**src/design/mrsp_pkg.sv**
```systemverilog
// ----------------------------------------------------------------------------
// mrsp_pkg: shared types and constants of the Modbus RTU sensor poller
// Sensor count, request/reply codes, queue item layout and the CRC-16 step.
// ----------------------------------------------------------------------------
package mrsp_pkg;

  // Number of polled sensors and the width of a sensor index
  localparam int SENSORS = 6;
  localparam int SENS_W  = (SENSORS > 1) ? $clog2(SENSORS) : 1;

  // Stream payload widths
  localparam int IN_W  = 56;
  localparam int OUT_W = 32;

  // Configuration port
  localparam int REG_IDX_W = 1;
  localparam int REG_W     = 16;
  localparam logic [REG_IDX_W-1:0] REG_TARGET = 1'd0;
  localparam logic [REG_IDX_W-1:0] REG_BASE   = 1'd1;

  // Modbus codes
  localparam logic [7:0]  FUNC_READ      = 8'h03;
  localparam logic [7:0]  REPLY_COUNT    = 8'h02;
  localparam logic [7:0]  REG_COUNT_HI   = 8'h00;
  localparam logic [7:0]  REG_COUNT_LO   = 8'h01;
  localparam logic [15:0] RESET_DISTANCE = 16'd6666;
  localparam logic [15:0] CRC_INIT       = 16'hFFFF;
  localparam logic [15:0] CRC_POLY       = 16'hA001;

  // Reply status codes
  localparam logic [2:0] ST_NONE = 3'd0;
  localparam logic [2:0] ST_OK   = 3'd1;
  localparam logic [2:0] ST_CRC  = 3'd2;
  localparam logic [2:0] ST_HDR  = 3'd3;
  localparam logic [2:0] ST_ADDR = 3'd4;

  // Byte positions inside the request frame
  localparam logic [2:0] BYTE_ADDR   = 3'd0;
  localparam logic [2:0] BYTE_FUNC   = 3'd1;
  localparam logic [2:0] BYTE_REG_HI = 3'd2;
  localparam logic [2:0] BYTE_REG_LO = 3'd3;
  localparam logic [2:0] BYTE_CNT_HI = 3'd4;
  localparam logic [2:0] BYTE_CNT_LO = 3'd5;
  localparam logic [2:0] BYTE_CRC_LO = 3'd6;
  localparam logic [2:0] BYTE_CRC_HI = 3'd7;

  // Reply bytes covered by the CRC
  localparam logic [2:0] REPLY_CRC_LAST = 3'd4;

  // Queue between front and back
  localparam int QUEUE_DEPTH = 2;
  localparam int QPTR_W      = 1;

  // Classified poll tick
  typedef enum logic [2:0] {
    K_FIRST,
    K_NOREPLY,
    K_HDR,
    K_ADDR,
    K_REPLY
  } kind_t;

  typedef struct packed {
    kind_t             kind;
    logic [SENS_W-1:0] idx;
    logic [7:0]        addr;
    logic [7:0]        data_hi;
    logic [7:0]        data_lo;
    logic [7:0]        crc_lo;
    logic [7:0]        crc_hi;
  } item_t;

  // One byte through the reflected CRC-16/Modbus
  function automatic logic [15:0] crc16_byte(input logic [15:0] crc_in,
                                             input logic [7:0]  data);
    logic [15:0] c;
    c = crc_in ^ {8'h00, data};
    for (int b = 0; b < 8; b++) begin
      c = c[0] ? ((c >> 1) ^ CRC_POLY) : (c >> 1);
    end
    return c;
  endfunction

  // Byte k of the read request frame
  function automatic logic [7:0] req_byte(input logic [2:0]  k,
                                          input logic [7:0]  addr,
                                          input logic [15:0] tgt,
                                          input logic [15:0] crc);
    logic [7:0] b;
    unique case (k)
      BYTE_ADDR:   b = addr;
      BYTE_FUNC:   b = FUNC_READ;
      BYTE_REG_HI: b = tgt[15:8];
      BYTE_REG_LO: b = tgt[7:0];
      BYTE_CNT_HI: b = REG_COUNT_HI;
      BYTE_CNT_LO: b = REG_COUNT_LO;
      BYTE_CRC_LO: b = crc[7:0];
      BYTE_CRC_HI: b = crc[15:8];
      default:     b = 8'h00;
    endcase
    return b;
  endfunction

endpackage

```
**src/design/mrsp_front.sv**
```systemverilog
// ----------------------------------------------------------------------------
// mrsp_front: poll tick intake
// Accepts poll ticks, checks the reply header and address and tags each tick.
// ----------------------------------------------------------------------------
module mrsp_front import mrsp_pkg::*; (
  input  logic             clk,
  input  logic             rst,
  input  logic             s_tvalid,
  output logic             s_tready,
  input  logic [IN_W-1:0]  s_tdata,   // addr, func, count, data_hi, data_lo, crc_lo, crc_hi
  input  logic             s_tuser,   // command
  input  logic [7:0]       base_address,
  input  logic             q_full,
  output logic             q_push,
  output item_t            q_item
);

  logic       started;
  logic [7:0] r_addr, r_func, r_count;
  logic [7:0] addr_off;
  logic       hdr_ok, addr_ok;

  assign s_tready = !q_full;
  assign q_push   = s_tvalid && s_tready;

  // Unpack the reply bytes
  assign r_addr  = s_tdata[7:0];
  assign r_func  = s_tdata[15:8];
  assign r_count = s_tdata[23:16];

  assign addr_off = r_addr - base_address;
  assign hdr_ok   = (r_func == FUNC_READ) && (r_count == REPLY_COUNT);
  assign addr_ok  = addr_off < 8'(SENSORS);

  // Classify the tick
  always_comb begin
    q_item.idx     = addr_off[SENS_W-1:0];
    q_item.addr    = r_addr;
    q_item.data_hi = s_tdata[31:24];
    q_item.data_lo = s_tdata[39:32];
    q_item.crc_lo  = s_tdata[47:40];
    q_item.crc_hi  = s_tdata[55:48];
    if (!started) begin
      q_item.kind = K_FIRST;
    end else if (!s_tuser) begin
      q_item.kind = K_NOREPLY;
    end else if (!hdr_ok) begin
      q_item.kind = K_HDR;
    end else if (!addr_ok) begin
      q_item.kind = K_ADDR;
    end else begin
      q_item.kind = K_REPLY;
    end
  end

  // Mark the first tick as seen
  always_ff @(posedge clk) begin
    if (rst) begin
      started <= 1'b0;
    end else if (q_push) begin
      started <= 1'b1;
    end
  end

endmodule

```
**src/design/mrsp_queue.sv**
```systemverilog
// ----------------------------------------------------------------------------
// mrsp_queue: short queue of classified poll ticks
// Decouples the intake from the request sequencer.
// ----------------------------------------------------------------------------
module mrsp_queue import mrsp_pkg::*; (
  input  logic  clk,
  input  logic  rst,
  input  logic  push,
  input  item_t push_item,
  output logic  full,
  input  logic  pop,
  output item_t pop_item,
  output logic  not_empty
);

  item_t             entries [QUEUE_DEPTH];
  logic [QPTR_W-1:0] wr_ptr, rd_ptr;
  logic [QPTR_W:0]   count;

  assign full      = (count == (QPTR_W+1)'(QUEUE_DEPTH));
  assign not_empty = (count != '0);
  assign pop_item  = entries[rd_ptr];

  // Store entries
  always_ff @(posedge clk) begin
    if (push) begin
      entries[wr_ptr] <= push_item;
    end
  end

  // Advance pointers and count
  always_ff @(posedge clk) begin
    if (rst) begin
      wr_ptr <= '0;
      rd_ptr <= '0;
      count  <= '0;
    end else begin
      if (push) begin
        wr_ptr <= wr_ptr + QPTR_W'(1);
      end
      if (pop) begin
        rd_ptr <= rd_ptr + QPTR_W'(1);
      end
      if (push && !pop) begin
        count <= count + (QPTR_W+1)'(1);
      end else if (pop && !push) begin
        count <= count - (QPTR_W+1)'(1);
      end
    end
  end

endmodule

```
**src/design/mrsp_back.sv**
```systemverilog
// ----------------------------------------------------------------------------
// mrsp_back: reply evaluation and request sequencer
// Checks reply CRC, updates the sensor table, scans for the minimum and
// streams the 8-byte read request.
// ----------------------------------------------------------------------------
module mrsp_back import mrsp_pkg::*; (
  input  logic             clk,
  input  logic             rst,
  input  logic [15:0]      target_register,
  input  logic [7:0]       base_address,
  input  logic             q_valid,
  input  item_t            q_item,
  output logic             q_pop,
  output logic             m_tvalid,
  input  logic             m_tready,
  output logic [OUT_W-1:0] m_tdata,   // tx_byte, reply_status, min_distance, min_sensor
  output logic             m_tlast    // tx_last
);

  typedef enum logic [2:0] {
    S_IDLE,
    S_CRC,
    S_UPDATE,
    S_SCAN,
    S_EMIT
  } state_t;

  state_t            state;
  item_t             item;
  logic [2:0]        cnt;
  logic [15:0]       rcrc, tcrc;
  logic [2:0]        status;
  logic [SENS_W-1:0] poll_index, next_poll, best, scan_i;
  logic [15:0]       best_dist, scan_dist;
  logic [15:0]       dist_table [SENSORS];
  logic [SENSORS-1:0] valid_flags;
  logic [7:0]        rbyte, tbyte, obyte;
  logic              emit_go;

  assign q_pop     = (state == S_IDLE) && q_valid;
  assign next_poll = (poll_index == SENS_W'(SENSORS - 1)) ? '0 : poll_index + SENS_W'(1);
  assign scan_i    = cnt[SENS_W-1:0];
  assign scan_dist = dist_table[scan_i];
  assign emit_go   = (state == S_EMIT) && (!m_tvalid || m_tready);

  // Reply byte covered by the CRC at this step
  always_comb begin
    case (cnt)
      3'd0:    rbyte = item.addr;
      3'd1:    rbyte = FUNC_READ;
      3'd2:    rbyte = REPLY_COUNT;
      3'd3:    rbyte = item.data_hi;
      3'd4:    rbyte = item.data_lo;
      default: rbyte = 8'h00;
    endcase
  end

  assign tbyte = req_byte(cnt, base_address + 8'(next_poll), target_register, tcrc);
  assign obyte = req_byte(cnt, base_address + 8'(poll_index), target_register, tcrc);

  // Sequencer, sensor table and output register
  always_ff @(posedge clk) begin
    if (rst) begin
      state       <= S_IDLE;
      cnt         <= '0;
      poll_index  <= SENS_W'(SENSORS - 1);
      valid_flags <= '0;
      m_tvalid    <= 1'b0;
      for (int i = 0; i < SENSORS; i++) begin
        dist_table[i] <= RESET_DISTANCE;
      end
    end else begin
      if (emit_go) begin
        m_tvalid <= 1'b1;
      end else if (m_tready) begin
        m_tvalid <= 1'b0;
      end
      unique case (state)
        S_IDLE: begin
          if (q_valid) begin
            item  <= q_item;
            cnt   <= '0;
            rcrc  <= CRC_INIT;
            tcrc  <= CRC_INIT;
            state <= S_CRC;
          end
        end
        // Run reply and request CRCs side by side, one byte a cycle
        S_CRC: begin
          if (cnt <= REPLY_CRC_LAST) begin
            rcrc <= crc16_byte(rcrc, rbyte);
          end
          tcrc <= crc16_byte(tcrc, tbyte);
          if (cnt == BYTE_CNT_LO) begin
            state <= S_UPDATE;
          end else begin
            cnt <= cnt + 3'd1;
          end
        end
        // Apply the reply and advance round-robin
        S_UPDATE: begin
          unique case (item.kind)
            K_FIRST: status <= ST_NONE;
            K_NOREPLY: begin
              status <= ST_NONE;
              valid_flags[poll_index] <= 1'b0;
            end
            K_HDR:  status <= ST_HDR;
            K_ADDR: status <= ST_ADDR;
            K_REPLY: begin
              if (rcrc == {item.crc_hi, item.crc_lo}) begin
                dist_table[item.idx]  <= {item.data_hi, item.data_lo};
                valid_flags[item.idx] <= 1'b1;
                status                <= ST_OK;
              end else begin
                valid_flags[item.idx] <= 1'b0;
                status                <= ST_CRC;
              end
            end
            default: status <= ST_NONE;
          endcase
          poll_index <= next_poll;
          cnt        <= '0;
          state      <= S_SCAN;
        end
        // Walk the table; sensor 0 is the default pick
        S_SCAN: begin
          if (cnt == '0) begin
            best      <= '0;
            best_dist <= scan_dist;
          end else if (valid_flags[scan_i] && (scan_dist < best_dist)) begin
            best      <= scan_i;
            best_dist <= scan_dist;
          end
          if (scan_i == SENS_W'(SENSORS - 1)) begin
            cnt   <= '0;
            state <= S_EMIT;
          end else begin
            cnt <= cnt + 3'd1;
          end
        end
        // Stream the request bytes
        S_EMIT: begin
          if (emit_go) begin
            m_tdata  <= {2'b00, 3'(best), best_dist, status, obyte};
            m_tlast  <= (cnt == BYTE_CRC_HI);
            cnt      <= cnt + 3'd1;
            if (cnt == BYTE_CRC_HI) begin
              state <= S_IDLE;
            end
          end
        end
        default: state <= S_IDLE;
      endcase
    end
  end

  // Round-robin pointer stays inside the sensor range
  a_poll_range: assert property (@(posedge clk) disable iff (rst)
    poll_index <= SENS_W'(SENSORS - 1))
    else $error("poll index out of sensor range");

  // Accepted status comes only from a well-formed in-range reply
  a_ok_kind: assert property (@(posedge clk) disable iff (rst)
    (state == S_SCAN && status == ST_OK) |-> (item.kind == K_REPLY))
    else $error("accepted status without a reply");

  // Minimum pick is sensor 0 or a valid sensor
  a_best_valid: assert property (@(posedge clk) disable iff (rst)
    (state == S_EMIT) |-> (best == '0 || valid_flags[best]))
    else $error("minimum pick is an invalid sensor");

  // A queued tick is taken only when the sequencer is free
  a_pop_idle: assert property (@(posedge clk) disable iff (rst)
    q_pop |=> (state == S_CRC && cnt == '0))
    else $error("tick popped without starting CRC");

endmodule

```
**src/design/modbus_rtu_sensor_poller.sv**
```systemverilog
// Path: a tick passes through the queue, 6 CRC byte steps, the update and the
//   table scan before its first request byte reaches the output.
// Order: the sequencer takes the next tick only once all 8 request bytes of
//   the last are sent; CRC, min scan and output bytes run one after another.
// Reset: synchronous; distances return to 6666, flags clear, registers
//   return to target 0 and base address 1. No clearing pass.
// ----------------------------------------------------------------------------
// modbus_rtu_sensor_poller: Modbus RTU round-robin distance poller
// Evaluates each reply, keeps the sensor table and emits read requests.
// ----------------------------------------------------------------------------
module modbus_rtu_sensor_poller import mrsp_pkg::*; (
  input  logic                 clk,
  input  logic                 rst,
  input  logic                 s_tvalid,
  output logic                 s_tready,
  input  logic [IN_W-1:0]      s_tdata,   // reply_addr, reply_func, reply_count,
                                          // reply_data_hi, reply_data_lo,
                                          // reply_crc_lo, reply_crc_hi
  input  logic                 s_tuser,   // command
  output logic                 m_tvalid,
  input  logic                 m_tready,
  output logic [OUT_W-1:0]     m_tdata,   // tx_byte, reply_status, min_distance,
                                          // min_sensor, zero pad
  output logic                 m_tlast,   // tx_last
  input  logic                 cfg_we,
  input  logic [REG_IDX_W-1:0] cfg_addr,
  input  logic [REG_W-1:0]     cfg_wdata
);

  logic [15:0] target_register;
  logic [7:0]  base_address;
  logic        q_full, q_push, q_pop, q_valid;
  item_t       push_item, pop_item;

  // Hold configuration registers
  always_ff @(posedge clk) begin
    if (rst) begin
      target_register <= 16'd0;
      base_address    <= 8'd1;
    end else if (cfg_we) begin
      case (cfg_addr)
        REG_TARGET: target_register <= cfg_wdata;
        REG_BASE:   base_address    <= cfg_wdata[7:0];
        default:    ;
      endcase
    end
  end

  mrsp_front u_front (
    .clk          (clk),
    .rst          (rst),
    .s_tvalid     (s_tvalid),
    .s_tready     (s_tready),
    .s_tdata      (s_tdata),
    .s_tuser      (s_tuser),
    .base_address (base_address),
    .q_full       (q_full),
    .q_push       (q_push),
    .q_item       (push_item)
  );

  mrsp_queue u_queue (
    .clk       (clk),
    .rst       (rst),
    .push      (q_push),
    .push_item (push_item),
    .full      (q_full),
    .pop       (q_pop),
    .pop_item  (pop_item),
    .not_empty (q_valid)
  );

  mrsp_back u_back (
    .clk             (clk),
    .rst             (rst),
    .target_register (target_register),
    .base_address    (base_address),
    .q_valid         (q_valid),
    .q_item          (pop_item),
    .q_pop           (q_pop),
    .m_tvalid        (m_tvalid),
    .m_tready        (m_tready),
    .m_tdata         (m_tdata),
    .m_tlast         (m_tlast)
  );

endmodule

```
**config.mk**
```make
export PLATFORM = sky130hd
export DESIGN_NAME = modbus_rtu_sensor_poller
export DESIGN_NICKNAME = d
export VERILOG_FILES = /design/src/design/mrsp_pkg.sv /design/src/design/mrsp_front.sv /design/src/design/mrsp_queue.sv /design/src/design/mrsp_back.sv /design/src/design/modbus_rtu_sensor_poller.sv
export SDC_FILE = /design/constraint.sdc
export NUM_CORES = 1
export LEC_CHECK = 0
export ABC_AREA = 1
export BUFFER_PORTS_ARGS = -buffer_cell sky130_fd_sc_hd__clkbuf_2
export CORE_ASPECT_RATIO = 1.75
export CORE_MARGIN = 2
export CORE_UTILIZATION = 40
export CTS_BUF_LIST = sky130_fd_sc_hd__clkbuf_8
export CTS_CLUSTER_DIAMETER = 100
export DETAILED_ROUTE_END_ITERATION = 6
export PLACE_DENSITY = 0.64
export SYNTH_ARGS = -nofsm -noshare
export SYNTH_HDL_FRONTEND = slang
export SYNTH_HIERARCHICAL = 1
export SYNTH_SLANG_ARGS = --single-unit
export TNS_END_PERCENT = 100
```
**constraint.sdc**
```tcl
create_clock -name clk -period 4.43 [get_ports clk]
set_input_delay 0.6645 -clock clk [delete_from_list [all_inputs] [get_ports clk]]
set_output_delay 0.6645 -clock clk [all_outputs]
set_load 0.02 [all_outputs]
```
# ---- After elaboration in Yosys (flattened, before gate mapping)
# Memory sizes are Yosys's and may differ from the RTL's. A register that Yosys moved wholly into a read port is not among the register bits.
# Cells that the tools add are included.
dict set report word_totals {
  reg_bits 130
  mem_bits_rw 188
  input_bits 79
  out_inout_bits 35
  word_cells 194
  n_memories 2
}
dict set report classes {
  add_sub_neg 9
  magnitude_cmp 8
  n_eq_ne 27
  mux 70
  bitwise_logic 25
  n_reduce_logical 35
}
# memory words width rd rd_ports_with_merged_regs write_ports line_no
set mem_list {}
lappend mem_list {u_back.dist_table 6 16 1 1 6 mrsp_back.sv:35} ;# logic [15:0] dist_table [SENSORS];
lappend mem_list {u_queue.entries 2 46 1 1 1 mrsp_queue.sv:16} ;# item_t entries [QUEUE_DEPTH];
# operator n
set op_table {}
lappend op_table {{two-way mux 16 bit} 21}
lappend op_table {{one-hot mux 8 bit (8 select lines)} 2}
lappend op_table {{one-hot mux 16 bit (2 select lines)} 2}
lappend op_table {{two-way mux 3 bit} 18}
lappend op_table {{NOT 2 -> 3 bit} 16}
lappend op_table {{one-hot mux 8 bit (5 select lines)} 1}
lappend op_table {{XOR 16 x 8 -> 16 bit} 2}
lappend op_table {{one-hot mux 3 bit (5 select lines)} 2}
lappend op_table {{== test 3 bit (second input constant)} 7}
lappend op_table {{== test 3 x 2 -> 1 bit (second input constant)} 6}
lappend op_table {{adder 8 x 3 -> 8 bit} 2}
lappend op_table {{== test 16 bit} 1}
lappend op_table {{== test 8 x 2 -> 1 bit (second input constant)} 2}
lappend op_table {{less-than comparator 16 bit} 1}
lappend op_table {{OR reduction 16 bit} 1}
lappend op_table {{two-way mux 1 bit} 15}
lappend op_table {{AND 6 bit} 2}
lappend op_table {{less-than comparator 3 x 4 -> 1 bit (second input constant)} 3}
lappend op_table {{NOT 6 bit} 2}
lappend op_table {{one-hot mux 6 bit (2 select lines)} 1}
lappend op_table {{AND reduction 3 bit} 4}
lappend op_table {{nonzero test 2 bit} 6}
lappend op_table {{inequality test 2 x 1 -> 1 bit (second input constant)} 5}
lappend op_table {{== test 3 x 1 -> 1 bit (second input constant)} 3}
lappend op_table {{other kinds (25)} 49}

# ---- Depth between registers and ports, before layout
# Gate-level depths: netlist of the first run.
dict set report depth {
  depth_word 22
  mapped_depth 22
  mapped_depth_nobuf 22
}

# ---- Hierarchy
# Netlist of the first run, hierarchy kept.
# module n_inst cells_per_inst area_per_inst_um2 seq_area_each_um2
set modules_own_cells {}
lappend modules_own_cells {mrsp_back 1 1331 13210.2 8157.8}
lappend modules_own_cells {mrsp_queue 1 176 3748.6 2862.7}
lappend modules_own_cells {modbus_rtu_sensor_poller 1 140 977.2 480.5}
lappend modules_own_cells {mrsp_front 1 149 950.9 20.0}

# ---- Worst setup path before layout of the first run
# No wires, ideal clock.
dict set report synth_path {
  kind {input port to flip-flop}
  startpoint {input rst}
  endpoint {register u_back/item[0] (netlist name), enable pin}
  setup_time_ns 0.506
  t_arrival_ns 4.036
  required_ns 3.924
  setup_slack_ns -0.112
  path_stages 2
  path_buffers 1
  cell_sequence {clkbuf_1 nor3_1}
}
dict set report synth_between {
  elab_chain_len 2
}
# item line_no
set synth_rtl {}
lappend synth_rtl {{start, declared} modbus_rtu_sensor_poller.sv:13} ;# input logic rst,
lappend synth_rtl {{NOT 1 bit (no line)} --}
lappend synth_rtl {{AND reduction 3 bit (no line)} --}
lappend synth_rtl {{end signal, assigned} mrsp_back.sv:81} ;# item <= q_item;
lappend synth_rtl {{end, declared} mrsp_back.sv:29} ;# item_t item;
# No other way between the ends.
# A chain may end at the register's enable or synchronous reset.

==> results of run 1 <==
[critical path, delay by kind of cell (launching register included)]
family	cells	cell delay, ns
adder cells (fa/ha/maj)	1	0.28
AND/OR/NAND/NOR	3	0.23
flip-flops	1	0.32
buffers and inverters	3	1.03
AO/OA/AOI/OAI	8	1.25
[cells in the final DEF, fill, tap and decap left out, types with 5 or more instances in the layout]
cell type	Yosys	routed
or2_2	6	6
nand2_2	14	14
nand3_2	6	6
inv_2	13	13
o31ai_1	8	8
mux2_2	6	6
nor2_1	276	274
mux2_4	40	40
xor2_1	6	6
clkbuf_8	0	57
buf_4	45	25
inv_1	192	218
nand3_1	121	121
clkinv_1	2	14
o21ai_0	101	97
nand4_1	10	10
o21ai_1	1	5
edfxtp_1	351	351
nand2_1	299	299
dfxtp_1	49	47
nor2_2	6	6
nor4_1	9	9
o22ai_1	19	19
nor2_4	12	14
ha_1	35	35
a21oi_1	28	27
clkbuf_2	1	111
a31oi_1	18	18
nor3_1	15	13
xnor2_1	20	20
o211ai_1	6	6
[final timing paths]
check	from	cells after the start	slack [ns]	endpoint
max	flop	15	0.99	u_back/best_dist[11]
min	s_tdata[29]	1	0.24	u_queue/entries[1][29]
max reg2reg	flop	15	0.99	u_back/best_dist[11]
min reg2reg	u_back/best_dist[5]	0	0.45	u_back/m_tdata[16]
[routing by layer]
layer / vias up / track usage (%)
met5: - / 0
met4: 2 / 8.39
met3: 120 / 2.79
met2: 392 / 35.7
met1: 6187 / 18.1
li1: 6224 / -
[sequential cells by signal, indices dropped and copies added (netlist names), 2 cells and up, named ones only]
signal and cells:
u_back/m_tdata 30, u_back/state 3, u_back/item 46, u_queue/entries 92, u_back/best_dist 16, u_back/dist_table 128, u_back/best 3, u_back/poll_index 3
base_address 8, u_back/status 3, u_back/tcrc 16, target_register 16, u_back/rcrc 16, u_back/cnt 3, u_queue/count 2
[logic make-up after synthesis]
logic type,share of synthesized area [%]
AND/OR/NAND/NOR,17.9
flip-flops,61.0
buffers and inverters,7.64
AO/OA/AOI/OAI,5.95
multiplexers,3.54
adder cells (fa/ha/maj),2.64
XOR/XNOR,1.29
other,0.0199
[layout make-up]
cell class	instances	area, µm²	share of cell area (%)
clock inverters	45	210	1.01
inverters	207	777	3.74
multi-input cells	1092	5960	28.7
repair buffers	138	783	3.77
clock buffers	57	785	3.78
flip-flops and latches	400	11500	55.5
well taps	588	736	3.54
diodes	1	2.50	0.0120
[power by group]
part	switching, mW	internal (mW)	leakage (nW)
sequential	0.214	4.72	3.61
combinational	2.13	1.09	4.08
clock	1.36	1.25	0.610
[per-stage QoR]
stage	power, mW	hold WS (ns)
finish	10.8	0.239
global route	11.4	0.207
CTS	10.9	0.188
detailed placement	8.24	0.439
global placement	8.14	0.438
floorplan	7.40	0.400
==> flow_metrics.env, run 1 <==
export IMPL_dieHeight_um=291
export IMPL_core_um2=46800
export IMPL_ys_async_sr_fraction_pct=0
export IMPL_max_stage_delay_ns=0.47
export IMPL_setup_slack_ns=0.991
export IMPL_clock_fmax_ghz=0.291
export IMPL_final_util_pct=44.4
export IMPL_met3_wirelength_um=1980
export IMPL_dpl_instance_area_um2=19800
export IMPL_fillers=4425
export IMPL_clk_pin_slew_ns=0.07
export IMPL_fin_worst_skew_ns=0.0244
export IMPL_p_leak_nw=8.30
export IMPL_nNetsFinal=2011
export IMPL_cts_tree="built"
export IMPL_p_per_area_nw_per_um2=518
export IMPL_wirelength_um=44500
export IMPL_fin_setup_tns_ns=0
export IMPL_route_layer_met1_wl_um=15800
export IMPL_rsz0062_at_grt="false"
export IMPL_fin_cells=2528
export IMPL_finalInstanceArea_um2=20800
export IMPL_min_period_ns=3.44
export IMPL_ctsLongestPathBuffers=3
export IMPL_antenna_found_initial=1
export IMPL_area_delta_synth_final_pct=10.0
export IMPL_clkLatencyLatePin_ns=0.62
export IMPL_dpl_hpwl_um=33000
export IMPL_first_pass_iters=5
export IMPL_synthTopCellsByArea="edfxtp_1, nand2_1, nor2_1"
export IMPL_ios=114
export IMPL_row_count=105
export IMPL_h_tree_depth=2
export IMPL_crit_path_max_fanout=22
export IMPL_place_inst=2425
export IMPL_ys_types=51
export IMPL_ant_nets=0
export IMPL_die_area_um2=49000
export IMPL_holdCritPathClass="in -> reg"
export IMPL_overflow=0
export IMPL_crit_chain="clkinv_1, buf_4, o21ai_0, o22ai_1, nor2_1, a31oi_1, ha_1, a21oi_1, nor2_1, a211oi_1, o2111ai_1, a21oi_1, nand2_1, a21oi_2, buf_12"
export IMPL_syn_cell_area_um2=18900
export IMPL_worstPathRequired_ns=4.74
export IMPL_portBuffers=111
export IMPL_wl_per_cell_um=17.6
export IMPL_vias_per_cell=5.11
export IMPL_dr_first_iter_drc_count=837
export IMPL_grt_pass1_wl_um=69100
export IMPL_die_x_um=168
export IMPL_grt_use_total_pct=18.1
export IMPL_slew_violations=0
export IMPL_cts_setup_buffers=0
export IMPL_layout_drive_gt1_share_pct=16.5
export IMPL_vias=12900
export IMPL_cts_buffers=55
export IMPL_critPathCaptureType="flop"
export IMPL_synth_main_ff_cell="edfxtp_1"
export IMPL_timing_slew_headroom_pct=34.8
export IMPL_synth_seq_cells=400
export IMPL_maxCapViolCount=0
export IMPL_syn_inst=1796
export IMPL_gp_congestion=0.898
export IMPL_final_hold_viol_count=0
export IMPL_post_cts_resized=0
export IMPL_drc_errors=0
export IMPL_outcome="completed"
export IMPL_top_layer="met5"
export IMPL_synth_seq_area_share_pct=61.0
export IMPL_start_util_pct=40.4
export IMPL_dp_slack_ns=0.994
export IMPL_worst_setup_path_type="reg -> reg"
export IMPL_cp_arrival_ns=3.75
export IMPL_grt_max_degree=65
export IMPL_yosys_warnings=6
export IMPL_synth_edff_count=351
export IMPL_yosysTopAreaCell="edfxtp_1"
export IMPL_synth_area_per_cell_um2=10.5
export IMPL_grt_pass1_vias=12900
export IMPL_slowest_stage="clkinv_1"
export IMPL_cts_sinks=400
export IMPL_synth_top_area_share_pct=55.8
export IMPL_hold_buffers=0
export IMPL_worst_pin_slew_ns=0.977
export IMPL_synth_commonest_cells="edfxtp_1, nand2_1, nor2_1"
export IMPL_root_buffer="clkbuf_8"
export IMPL_met2_length_um=24700
export IMPL_cp_start_kind="flop"
export IMPL_period_share_pct=77.6
export IMPL_yosysMostFrequentCell="edfxtp_1"
export IMPL_ir_drop_mv=0.264
export IMPL_finalSetupViolations=0
Power figures use the tool's default switching activity.
==> run 2, diff against run 1 <==
--- a/config.mk
+++ b/config.mk
@@ -13,7 +13,7 @@
 export CTS_BUF_LIST = sky130_fd_sc_hd__clkbuf_8
 export CTS_CLUSTER_DIAMETER = 100
 export DETAILED_ROUTE_END_ITERATION = 6
-export PLACE_DENSITY = 0.64
+export PLACE_DENSITY = 0.62
 export SYNTH_ARGS = -nofsm -noshare
 export SYNTH_HDL_FRONTEND = slang
 export SYNTH_HIERARCHICAL = 1
==> constraint.sdc (replaced) <==
create_clock -name clk -period 3.4 [get_ports clk]
set_input_delay 0.51 -clock clk [delete_from_list [all_inputs] [get_ports clk]]
set_output_delay 0.51 -clock clk [all_outputs]
set_load 0.02 [all_outputs]
==> run 2 against run 1 <==
Flip-flop and latch count unchanged. Register-to-register slack got worse by 0.76 ns. Via count decreased by 0.85%. Cell count increased by 0.79%. Clock-buffer cell count increased by 2. Worst setup slack got worse by 0.76 ns. First-iteration DRC count decreased by 1.1%. Maximum frequency increased by 8.7%. Sequential share of layout area decreased by 0.86 points. Critical path depth unchanged. Critical path type unchanged.
==> flow_metrics.env, run 2 (synthesis gave the netlist of run 1 again) <==
export IMPL_slew_violations=0
export IMPL_maxCapViolCount=0
export IMPL_period_share_pct=93.1
export IMPL_cts_buffers=57
export IMPL_layout_drive_gt1_share_pct=18.1
export IMPL_min_from="s_tdata[38]"
export IMPL_clk_pin_slew_ns=0.07
export IMPL_fin_worst_skew_ns=0.0268
export IMPL_worstPathRequired_ns=3.73
export IMPL_start_util_pct=40.4
export IMPL_ir_drop_mv=0.410
export IMPL_timing_slew_headroom_pct=44.6
export IMPL_area_delta_synth_final_pct=11.8
export IMPL_overflow=0
export IMPL_die_x_um=168
export IMPL_dpl_hpwl_um=32600
export IMPL_p_per_area_nw_per_um2=689
export IMPL_registers_top_by_ff_count="u_back/dist_table"
export IMPL_clkLatencyLatePin_ns=0.64
export IMPL_worst_setup_path_type="reg -> reg"
export IMPL_root_buffer="clkbuf_8"
export IMPL_ant_nets=0
export IMPL_first_pass_iters=5
export IMPL_portBuffers=111
export IMPL_outcome="completed"
export IMPL_grt_max_degree=65
export IMPL_wirelength_um=44900
export IMPL_slowest_stage="dfxtp_2"
export IMPL_grt_pass1_wl_um=70100
export IMPL_vias=12800
export IMPL_p_leak_nw=8.43
export IMPL_dieHeight_um=291
export IMPL_cp_arrival_ns=3.49
export IMPL_fillers=4405
export IMPL_vias_per_cell=5.03
export IMPL_finalInstanceArea_um2=21100
export IMPL_min_period_ns=3.17
export IMPL_reg_top3="u_back/dist_table (128), u_queue/entries (92), u_back/item (46)"
export IMPL_p_total_mw=14.5
export IMPL_final_common_cell="edfxtp_1"
export IMPL_path_buf_inv=3
export IMPL_dpl_instance_area_um2=19900
export IMPL_final_hold_viol_count=0
export IMPL_fin_setup_tns_ns=0
export IMPL_finalSetupViolations=0
export IMPL_dr_first_iter_drc_count=828
export IMPL_ios=114
export IMPL_core_um2=46800
export IMPL_worst_pin_slew_ns=0.831
export IMPL_final_util_pct=45.1
export IMPL_die_area_um2=49000
export IMPL_rsz0062_at_grt="false"
export IMPL_hold_buffers=0
export IMPL_multi_input_area_um2=5960
export IMPL_gp_congestion=0.917
export IMPL_cts_sinks=400
export IMPL_holdWs_ns=0.0807
export IMPL_grt_use_total_pct=18.4
export IMPL_max_stage_delay_ns=0.35
export IMPL_crit_path_max_fanout=64
export IMPL_wl_per_cell_um=17.6
export IMPL_row_count=105
export IMPL_nNetsFinal=2029
export IMPL_holdCritPathClass="in -> reg"
export IMPL_critPathCaptureType="flop"
export IMPL_cp_start_kind="flop"
export IMPL_grt_pass1_vias=13200
export IMPL_crit_chain="clkinv_1, buf_12, o21ai_0, o22ai_1, nor2_1, a31oi_1, ha_1, nand2_1, nor2_1, a211oi_1, o2111ai_1, a21oi_1, nand2_1, a21oi_2, buf_12"
export IMPL_clock_fmax_ghz=0.316
export IMPL_cts_tree="built"
export IMPL_h_tree_depth=2
export IMPL_crit_family="compound AO/OA/AOI/OAI gates"
export IMPL_register_area_um2=11500
export IMPL_most_common_layout_cells="edfxtp_1, nand2_1, nor2_1, inv_1, nand3_1"
export IMPL_largest_reg_flops=128
export IMPL_drc_errors=0
export IMPL_antenna_found_initial=1
export IMPL_ctsLongestPathBuffers=3
## run 2: power by group
part	internal (mW)	switching [mW]
Combinational	1.48	2.78
Clock	2.01	1.84
Sequential	6.15	0.285
## run 2: layer usage
| layer | global-route usage, % | part of all wire (%) | up-vias |
|---|---|---|---|
| li1 | - | - | 6272 |
| met4 | 10.5 | 5.8 | 0 |
| met3 | 2.39 | 4.0 | 123 |
| met2 | 35.4 | 54 | 360 |
| met5 | 0 | 0 | - |
| met1 | 18.6 | 36 | 6060 |
## run 2: final cells by class
class	count	area share [%]
clock buffers	59	3.85
repair buffers	154	4.52
clock inverters	47	1.64
well taps	588	3.49
inverters	207	3.68
diodes	1	0.0119
flip-flops and latches	400	54.6
multi-input cells	1092	28.2
## run 2: what timing repair did
| item | in CTS | in global routing |
|---|---|---|
| endpoints found under the setup margin | 0 | 1 |
| gates resized for setup | 0 | 4 |
| setup buffers | 0 | 2 |
## run 2: worst paths after layout
| path | endpoint | slack, ns | depth (start not counted) |
|---|---|---|---|
| min reg2reg | u_back/m_tdata[20] | 0.45 | 0 |
| max | u_back/best_dist[10] | 0.23 | 15 |
| min | u_queue/entries[0][22] | 0.08 | 1 |
| max reg2reg | u_back/best_dist[10] | 0.23 | 15 |
## run 2: metrics by stage
step / cells / setup WS, ns
6_report: 2548 / 0.235
3_5_place_dp: 2439 / 0.297
3_3_place_gp: 2439 / 0.410
5_1_grt: 2548 / 0.0312
4_1_cts: 2545 / 0.256
2_1_floorplan: 1797 / 0.0652
==> run 3, diff against run 2 <==
--- a/config.mk
+++ b/config.mk
@@ -10,10 +10,10 @@
 export CORE_ASPECT_RATIO = 1.75
 export CORE_MARGIN = 2
 export CORE_UTILIZATION = 40
-export CTS_BUF_LIST = sky130_fd_sc_hd__clkbuf_8
 export CTS_CLUSTER_DIAMETER = 100
 export DETAILED_ROUTE_END_ITERATION = 6
 export PLACE_DENSITY = 0.62
+export SLEW_MARGIN = 5
 export SYNTH_ARGS = -nofsm -noshare
 export SYNTH_HDL_FRONTEND = slang
 export SYNTH_HIERARCHICAL = 1
==> constraint.sdc (replaced) <==
create_clock -name clk -period 3.4 [get_ports clk]
set_input_delay 0.17 -clock clk [delete_from_list [all_inputs] [get_ports clk]]
set_output_delay 0.17 -clock clk [all_outputs]
set_load 0.02 [all_outputs]
==> run 3 against run 2 <==
Core utilization is 1.3 points higher. Critical endpoint is now u_back/best_dist[4]. Clock power is 7.0% higher. Wire length hardly changed. Total power is 2.0% higher. Worst setup slack better by 0.074 ns. Flip-flop and latch count stayed put. Largest power group unchanged. Via count is 0.70% higher. Maximum frequency is 2.4% higher.
==> flow_metrics.env, run 3 (synthesis gave the netlist of run 1 again) <==
export IMPL_cts_sinks=400
export IMPL_finalInstanceArea_um2=21700
export IMPL_timing_slew_headroom_pct=44.8
export IMPL_dp_slack_ns=0.326
export IMPL_worst_setup_path_type="reg -> reg"
export IMPL_holdCritPathClass="in -> reg"
export IMPL_vias_per_cell=5.04
export IMPL_fillers=4403
export IMPL_rsz0062_at_grt="false"
export IMPL_layout_drive_gt1_share_pct=16.4
export IMPL_crit_chain="clkinv_1, buf_12, o21ai_0, o22ai_1, nor2_1, a31oi_1, ha_1, a21oi_1, nor2_1, a211oi_1, o2111ai_1, a21oi_1, nand2_1, a21oi_2, buf_12"
export IMPL_slew_violations=0
export IMPL_slowest_stage="dfxtp_2"
export IMPL_fin_setup_tns_ns=0
export IMPL_grt_pass1_vias=13100
export IMPL_timing_rr_end="u_back/best_dist[4]"
export IMPL_holdWs_ns=0.114
export IMPL_cp_arrival_ns=3.33
export IMPL_gp_congestion=0.918
export IMPL_finalSetupViolations=0
export IMPL_area_delta_synth_final_pct=14.9
export IMPL_critPathCaptureType="flop"
export IMPL_h_tree_depth=2
export IMPL_wl_per_cell_um=17.5
export IMPL_min_from="s_tdata[14]"
export IMPL_dr_first_iter_drc_count=804
export IMPL_crit_path_max_fanout=64
export IMPL_path_buf_inv=3
export IMPL_dpl_instance_area_um2=19900
export IMPL_ir_drop_mv=0.498
export IMPL_p_total_mw=14.8
export IMPL_antenna_cells=0
export IMPL_vias=12900
export IMPL_rrSetupSlack_ns=0.31
export IMPL_grt_use_total_pct=18.3
export IMPL_most_common_layout_cells="edfxtp_1, nand2_1, nor2_1, inv_1, nand3_1"
export IMPL_hold_path_depth=6
export IMPL_registers_top_by_ff_count="u_back/dist_table"
export IMPL_maxCapViolCount=0
export IMPL_register_area_um2=11500
export IMPL_root_buffer="clkbuf_16"
export IMPL_worst_pin_slew_ns=0.827
export IMPL_fin_worst_skew_ns=0.0337
export IMPL_overflow=0
export IMPL_cts_setup_buffers=0
export IMPL_setup_slack_ns=0.309
export IMPL_grt_pass1_wl_um=69600
export IMPL_grt_max_degree=65
export IMPL_nNetsFinal=2066
export IMPL_worstPathRequired_ns=3.64
export IMPL_period_share_pct=90.9
export IMPL_cts_buffers=37
export IMPL_drc_errors=0
export IMPL_final_common_cell="edfxtp_1"
export IMPL_start_util_pct=40.4
export IMPL_first_pass_iters=5
export IMPL_antenna_found_initial=0
export IMPL_portBuffers=111
export IMPL_core_um2=46800
export IMPL_dpl_hpwl_um=32500
export IMPL_cp_start_kind="flop"
export IMPL_p_per_area_nw_per_um2=683
export IMPL_cts_tree="built"
export IMPL_dieHeight_um=291
export IMPL_crit_family="compound AO/OA/AOI/OAI gates"
export IMPL_clock_fmax_ghz=0.323
export IMPL_ant_nets=0
export IMPL_reg_top3="u_back/dist_table (128), u_queue/entries (92), u_back/item (46)"
export IMPL_die_x_um=168
export IMPL_largest_reg_flops=128
export IMPL_clk_pin_slew_ns=0.06
export IMPL_min_period_ns=3.09
export IMPL_wirelength_um=44800
export IMPL_max_stage_delay_ns=0.34
export IMPL_final_hold_viol_count=0
export IMPL_row_count=105
export IMPL_outcome="completed"
export IMPL_die_area_um2=49000
export IMPL_multi_input_area_um2=5960
export IMPL_ctsLongestPathBuffers=3
export IMPL_reg2reg_depth=15
export IMPL_ios=114
export IMPL_worstHoldEndpoint="u_queue/entries[1][43]"
export IMPL_clkLatencyLatePin_ns=0.56
export IMPL_p_leak_nw=8.60
-- run 3: cell count changes in the layout (fill, tap and decap cells not counted), moves of 6 or more --
cell | before | now
clkbuf_1 | 0 | 6
clkbuf_16 | 0 | 38
clkbuf_8 | 59 | 1
clkinv_1 | 16 | 8
clkinv_2 | 11 | 5
dlygate4sd3_1 | 0 | 60
inv_1 | 203 | 191
-- run 3: worst register-to-register path, cell delays in order (launching register included) --
cell and delay, ns:
dfxtp_2 0.34, clkinv_1 0.08, buf_12 0.24, o21ai_0 0.17, o22ai_1 0.17, nor2_1 0.07, a31oi_1 0.23, ha_1 0.29
a21oi_1 0.15, nor2_1 0.05, a211oi_1 0.22, o2111ai_1 0.14, a21oi_1 0.17, nand2_1 0.09, a21oi_2 0.21, buf_12 0.18
-- run 3: routing by layer --
layer | track usage, % | share of wire, % | vias up
li1 | - | - | 6326
met1 | 18.8 | 36 | 6151
met2 | 35.6 | 55 | 324
met3 | 1.92 | 3.4 | 104
met4 | 10.5 | 5.9 | 0
met5 | 0 | 0 | -
-- run 3: per-stage QoR --
step	utilization [%]	instances
2_1_floorplan	-	1797
3_3_place_gp	42.6	2438
3_5_place_dp	42.6	2438
4_1_cts	46.4	2562
5_1_grt	46.4	2562
6_report	46.4	2562
-- run 3: how the worst max path moves through the flow --
stage,from,end,slack (ns),cells past startpoint
6_report,flop,u_back/best_dist[4],0.31,15
3_3_place_gp,flop,u_back/best_dist[8],0.41,15
3_5_place_dp,u_back/poll_index[1],u_back/tcrc[0],0.33,20
4_1_cts,flop,u_back/best_dist[2],0.30,15
5_1_grt,u_back/cnt[0],u_back/tcrc[0],0.03,18
2_1_floorplan,u_back/state[0],u_back/m_tdata[0],0.12,5
-- run 3: report_power, final --
part           switching (mW)  internal, mW
clock network            1.81          2.31
registers               0.284          6.15
logic                    2.78          1.50
total                    4.87          9.96
-- run 3: what timing repair did --
action / CTS / global route
setup endpoints to repair: 0 / 2
gates resized for setup: 0 / 3
hold buffers: 60 / 0
endpoints found under the hold margin: 108 / 0
-- run 3: cell type report --
type | count | area share [%]
well taps | 588 | 3.39
multi-input cells | 1092 | 27.5
inverters | 207 | 3.58
clock buffers | 45 | 4.55
repair buffers | 211 | 7.00
clock inverters | 19 | 0.894
flip-flops and latches | 400 | 53.1
